## src/sv/rxbw_pkg.sv

```systemverilog
// rxbw_pkg: shared types and constants of the receive byte window.
// Fixed field widths, item kinds and the matcher control group.
// No dependencies.
`timescale 1ns / 1ps
`default_nettype none

package rxbw_pkg;

	localparam int DEF_WINDOW_DEPTH    = 1024;
	localparam int DEF_MAX_TOKEN_BYTES = 8;

	localparam int KIND_W      = 2;
	localparam int BYTE_W      = 8;
	localparam int DISC_W      = 16;
	localparam int TOKEN_W     = 64;
	localparam int LEN_W       = 4;
	localparam int COUNT_OUT_W = 11;
	localparam int TOK_IDX_W   = $clog2(TOKEN_W / BYTE_W);

	typedef enum logic [KIND_W-1:0] {
		KIND_PUSH    = 2'd0,
		KIND_DISCARD = 2'd1,
		KIND_CLEAR   = 2'd2,
		KIND_SEARCH  = 2'd3
	} rxbw_kind_t;

	// Result held between the sequencer and the output register
	typedef struct packed {
		logic                   found;
		logic [COUNT_OUT_W-1:0] stored_count;
		logic                   dropped;
	} rxbw_res_t;

	// Control from the sequencer to the token matcher
	typedef struct packed {
		logic start;
		logic shift;
	} rxbw_mctl_t;

endpackage

`default_nettype wire

```

## src/sv/rxbw_match.sv

```systemverilog
// rxbw_match: token comparator shared by every scan position.
// Holds the last few scanned bytes and the reversed token, flags a hit.
// Depends on rxbw_pkg.
`timescale 1ns / 1ps
`default_nettype none

module rxbw_match #(
	parameter int MAX_TOKEN_BYTES = rxbw_pkg::DEF_MAX_TOKEN_BYTES
) (
	input  logic                         clk,
	input  logic                         arst_n,
	input  rxbw_pkg::rxbw_mctl_t         ctl,
	input  logic [rxbw_pkg::BYTE_W-1:0]  byte_in,
	input  logic [rxbw_pkg::TOKEN_W-1:0] token_bytes,
	input  logic [rxbw_pkg::LEN_W-1:0]   token_length,
	output logic                         hit
);
	import rxbw_pkg::*;

	logic [BYTE_W-1:0]    hist_q [MAX_TOKEN_BYTES];
	logic [BYTE_W-1:0]    tok_q  [MAX_TOKEN_BYTES];
	logic [BYTE_W-1:0]    tok_rev [MAX_TOKEN_BYTES];
	logic [LEN_W-1:0]     len_q;
	logic [LEN_W-1:0]     fill_q;
	logic [MAX_TOKEN_BYTES-1:0] eq;

	// Newest byte sits in slot 0, so slot j pairs with token byte len-1-j
	always_comb begin
		logic [LEN_W-1:0] idx;
		for (int j = 0; j < MAX_TOKEN_BYTES; j++) begin
			idx = token_length - LEN_W'(1) - LEN_W'(j);
			tok_rev[j] = token_bytes[BYTE_W*idx[TOK_IDX_W-1:0] +: BYTE_W];
		end
	end

	always_comb begin
		for (int j = 0; j < MAX_TOKEN_BYTES; j++) begin
			eq[j] = (LEN_W'(j) >= len_q) || (hist_q[j] == tok_q[j]);
		end
	end

	assign hit = (len_q != '0) && (fill_q == len_q) && (&eq);

	always_ff @(posedge clk or negedge arst_n) begin
		if (!arst_n) begin
			len_q  <= '0;
			fill_q <= '0;
		end else if (ctl.start) begin
			len_q  <= token_length;
			fill_q <= '0;
		end else if (ctl.shift && fill_q != len_q) begin
			fill_q <= fill_q + LEN_W'(1);
		end
	end

	always_ff @(posedge clk) begin
		if (ctl.start) begin
			tok_q <= tok_rev;
		end else if (ctl.shift) begin
			hist_q[0] <= byte_in;
			for (int j = 1; j < MAX_TOKEN_BYTES; j++) begin
				hist_q[j] <= hist_q[j-1];
			end
		end
	end

endmodule

`default_nettype wire

```

## config.mk

```make
export PLATFORM = sky130hd
export DESIGN_NAME = rxbw_match
export DESIGN_NICKNAME = d
export VERILOG_FILES = /design/src/sv/rxbw_pkg.sv /design/src/sv/rxbw_match.sv
export SDC_FILE = /design/constraint.sdc
export NUM_CORES = 1
export LEC_CHECK = 0
export ABC_AREA = 0
export BUFFER_PORTS_ARGS = -buffer_cell sky130_fd_sc_hd__buf_2
export CORE_MARGIN = 2
export CORE_UTILIZATION = 35
export CTS_BUF_LIST = sky130_fd_sc_hd__clkbuf_8 sky130_fd_sc_hd__clkbuf_16
export CTS_CLUSTER_SIZE = 30
export DETAILED_ROUTE_END_ITERATION = 16
export HOLD_SLACK_MARGIN = 0.02
export PLACE_DENSITY = 0.63
export RECOVER_POWER = 100
export REMOVE_ABC_BUFFERS = 1
export SYNTH_ARGS = -nofsm -noshare
export SYNTH_HDL_FRONTEND = slang
export SYNTH_SLANG_ARGS = --single-unit
```

## constraint.sdc

```tcl
create_clock -name clk -period 1.8 [get_ports clk]
set_input_delay 0.36 -clock clk [delete_from_list [all_inputs] [get_ports clk]]
set_output_delay 0.36 -clock clk [all_outputs]
set_load 0.02 [all_outputs]
```

=== After elaboration in Yosys (flattened, before gate mapping) ===
Memories as Yosys holds them, arrays and structs flattened.
Cells that the tools add are included.

* Reductions and logical operators: 14
* Order comparisons: 8
* Equality and inequality tests: 10
* Muxes and demuxes: 5
* Add/sub/neg operators: 9
* Shifts and indexed selects: 8

{| class="wikitable"
|+ Operators by type and width
! cell !! count
|-
| $shiftx 64x7->8 || 8
|-
| $eq 8x8->1 || 8
|-
| $ge 3x4->1 const A || 4
|-
| $sub 3x3->3 const B || 4
|-
| $ge 1x4->1 const A || 2
|-
| $ge 2x4->1 const A || 2
|-
| $logic_or 1x1->1 || 8
|-
| $mux 4 || 2
|-
| $reduce_and 8->1 || 1
|-
| $sub 3x1->3 const B || 2
|-
| $sub 3x2->3 const B || 2
|-
| $add 4x1->4 const B || 1
|-
| $eq 4x4->1 || 1
|-
| $ne 4x4->1 || 1
|-
| $reduce_bool 4->1 || 1
|-
| $logic_and 1x1->1 || 3
|-
| $mux 1 || 3
|-
| $reduce_bool 2->1 || 1
|}

* Flip-flop bits (word level): 72
* Output and inout bits: 1
* RAM bits: 64
* Input bits: 80
* Memories: 1

{| class="wikitable"
|+ Memories
! memory !! words !! width !! read ports !! clocked after Yosys merged registers in !! write ports !! line !! RTL
|-
| hist_q || 8 || 8 || 8 || 0 || 8 || rxbw_match.sv:20 || <nowiki>logic [BYTE_W-1:0] hist_q [MAX_TOKEN_BYTES];</nowiki>
|}

=== Longest topological paths before layout ===
* Depth in word-level cells: 4
* Depth in mapped cells: 11

=== Least setup slack after synthesis ===
No wires, ideal clock.

* Path kind: input to register
* From: input ctl[1] (netlist name)
* To: memory hist_q[0][0], enable pin
* Stages on the path: 2
* Arrival: 3.394 ns
* Slack: -2.086 ns
* Path buffers: 1
* Library setup time: 0.493 ns
* Path through: clkbuf_1 -> nor2b_1

{| class="wikitable"
|+ RTL lines
! item !! line !! RTL
|-
| start: declaration || rxbw_match.sv:12 || <nowiki>input rxbw_pkg::rxbw_mctl_t ctl,</nowiki>
|-
| end: declaration || rxbw_match.sv:20 ||
|}

==> metrics.yaml <==
yosysTopAreaCell: "edfxtp_1"
num_vias: 4796
die_x_um: 151
drt-total-wl_mm: 18.4
pin_count: 81
period_share_pct: 151
cap_violations: 0
core_area_um2: 21200
end_kind: "output pin"
cts_root_buffer: "clkbuf_16"
final_cells: 934
ys_ff_latch: 136
drive_gt1_share_pct: 44.0
power.switching_mw: 2.48
clockPowerShare_pct: 38.5
clk_pin_slew_ns: 0.06
rsz0062_at_grt: "true"
drt_iter0_drc: 405
ys_types: 34
grt_usage_pct: 16.4
grt.overflow.total: 0
syn_inst: 504
fin_tns_setup_ns: -7.13
area_growth_pct: 27.7
cts_buffers: 17
crit_path_max_fanout: 2
gp_congestion: 0.808
h-tree-depth: 4
pre_cts_slack_ns: -0.688
antenna_found_initial: 0
cp.arrival_ns: 2.36
finalHoldViolCount: 0
p_int_mw: 7.43
syn_area_um2: 7580
drt_pass1_iterations: 5
netlist.area_leader.share_pct: 50.7
powerDensity_nw_per_um2: 1020
avgSynthCellArea_um2: 15.0
synth_edf_count: 128
clockBufferDepth: 2
wire_per_inst_um: 19.7
crit_type: "reg2out"
dpl.cell_count: 889
dpl.hpwl_mm: 12.9
outcome: "complete, but fails checks"
io_buffer_count: 80
slew_violations: 0
fin_ws_ns: -0.917
num_rows: 53
cts.sinks: 136
grt_pass1_vias: 4985
slew_headroom_pct: 20.5
cp-start-kind: "flip-flop"
fin_crit_ns: 2.72
max_freq_ghz: 0.368
final_antenna_net_count: 0
peakVddDrop_mv: 0.747
fp.dieH_um: 151
finalInstanceArea_um2: 9680
die-area_um2: 22900
finalSetupViolCount: 58
min_path_type: "in2reg"
insertion_delay_ns: 0.42
p_sw_share_pct: 25.0
grt_max_degree: 57
violations: "setup timing"
cts_tree: "built"
ys.warnings.count: 0
antenna_cells: 0
fin_nets: 729
grt_first_pass_wirelength_mm: 27.4
floorplan.initialDensity_pct: 35.9
ys.flop_type: "edfxtp_1"
synthArstFlopShare_pct: 5.88
comb_power_share_pct: 20.8
crit_required_ns: 1.44
seq_area_frac_synth_pct: 53.3
p_seq_share_pct: 40.7
worst_pin_slew_ns: 1.19
synth_area_leaders: "edfxtp_1 (51%), mux2i_1 (8.3%), mux4_2 (8.0%)"
leakagePower_nw: 3.70
dpl_cell_area_um2: 8700
finClkSkew_ns: 0.00391
route.detailed.drc: 0
vias_per_cell: 5.13
final_core_util_pct: 45.8
==> layer usage <==
metal,global-route usage [%],vias up,routed length (µm)
li1,-,2224,-
met1,21.5,2401,8160
met2,27.0,143,8930
met3,3.49,28,959
met4,5.56,0,397
met5,0,-,0
==> cell usage after synthesis (2+ instances only) <==
| master | count |
|---|---|
| clkbuf_1 | 2 |
| mux2i_1 | 63 |
| o21ai_0 | 6 |
| nor4_1 | 3 |
| xnor2_1 | 60 |
| nand2_1 | 6 |
| mux2_2 | 48 |
| xor2_4 | 2 |
| buf_2 | 15 |
| buf_4 | 2 |
| nand4_1 | 16 |
| inv_1 | 20 |
| mux2_4 | 10 |
| o211ai_1 | 2 |
| a21oi_1 | 15 |
| edfxtp_1 | 128 |
| nand3_1 | 3 |
| xor2_1 | 11 |
| and3_1 | 2 |
| dfrtp_1 | 8 |
| mux2_1 | 8 |
| nor2_1 | 28 |
| mux4_2 | 27 |
| mux4_1 | 5 |
| buf_1 | 2 |
| ha_1 | 3 |
| buf_6 | 2 |
==> state kept, by name (all words and copies together) (netlist names) <==
| signal | flops |
|---|---|
| fill_q | 4 |
| len_q | 4 |
| tok_q | 64 |
| hist_q | 64 |
==> critical path, cell delays in order, from the launching register on <==
cell and delay [ns]:
edfxtp_1 0.44, xnor2_2 0.21, nand4_1 0.21, nor4_2 0.34
a21oi_1 0.10, a311oi_2 0.34, buf_4 0.17, buf_4 0.13
==> layout make-up <==
type	count	area, µm²
Clock buffer	17	425
Clock inverter	15	226
Fill cell	1848	11500
Inverter	20	75.1
Multi-Input combinational cell	324	3570
Sequential cell	136	4040
Tap cell	275	344
Timing Repair Buffer	147	997
==> power groups by stage <==
| stage | sequential, mW | clock, mW | combinational [mW] |
|---|---|---|---|
| 3_3_place_gp | 4.08 | 0 | 1.82 |
| 4_1_cts | 4.03 | 3.87 | 1.92 |
| 6_report | 4.03 | 3.81 | 2.06 |
| 2_1_floorplan | 4.03 | 0 | 1.19 |
| 5_1_grt | 4.06 | 4.01 | 2.21 |
| 3_5_place_dp | 4.09 | 0 | 1.87 |
==> metrics by stage <==
| step | total power [mW] | hold WS [ns] |
|---|---|---|
| 6_report | 9.91 | 0.110 |
| 5_1_grt | 10.3 | 0.0985 |
| 4_1_cts | 9.82 | 0.0933 |
| 3_5_place_dp | 5.96 | 0.217 |
| 3_3_place_gp | 5.91 | 0.210 |
| 2_1_floorplan | 5.22 | 0.0644 |
==> placed cells by master (no fill, tap or decap), types with 6 or more instances in the layout <==
master / synthesis / layout
mux2i_4: 0 / 6
mux4_2: 27 / 27
buf_2: 15 / 75
mux2i_2: 0 / 9
inv_1: 20 / 18
xor2_1: 11 / 11
nor2_1: 28 / 23
mux2_4: 10 / 24
dfrtp_1: 8 / 8
clkbuf_16: 0 / 19
mux2_2: 48 / 34
mux2_1: 8 / 8
clkbuf_4: 0 / 9
nand2_1: 6 / 6
edfxtp_1: 128 / 128
xnor2_1: 60 / 54
buf_4: 2 / 37
mux2i_1: 63 / 48
buf_12: 0 / 6
a21oi_1: 15 / 13
nand4_1: 16 / 16
xnor2_2: 0 / 6
clkbuf_1: 2 / 9
==> what timing repair did <==
action	in CTS	in global routing
hold endpoints to repair	8	0
resized for setup	15	50
cloned	0	4
pin swaps	4	1
hold buffers	1	0
buffers inserted	1	7
endpoints found under the setup margin	7	48
==> cell families (layout without fill, tap and decap cells) <==
logic type               count (synthesis)  in the layout  synth area share [%]
AO/OA/AOI/OAI                           26             26                  1.90
XOR/XNOR                                74             74                  9.29
adder cells (fa/ha/maj)                  3              3                 0.495
buffers and inverters                   44            199                  2.87
flip-flops                             136            136                  53.3
multiplexers                           161            161                  28.4
AND/OR/NAND/NOR                         60             60                  3.78
==> path summary, 6_finish.rpt <==
| check | from | endpoint | slack (ns) | cells past startpoint |
|---|---|---|---|---|
| min reg2reg | hist_q[2][1] | hist_q[3][1] | 0.47 | 0 |
| min in group asynchronous | arst_n | len_q[2] | 0.40 | 2 |
| max reg2reg | fill_q[2] | fill_q[1] | 0.37 | 6 |
| max | hist_q[5][4] | hit | -0.92 | 7 |
| max in group asynchronous | arst_n | len_q[0] | 1.10 | 2 |
| min | byte_in[3] | hist_q[0][3] | 0.11 | 1 |
(Power assumes the default switching activity.)
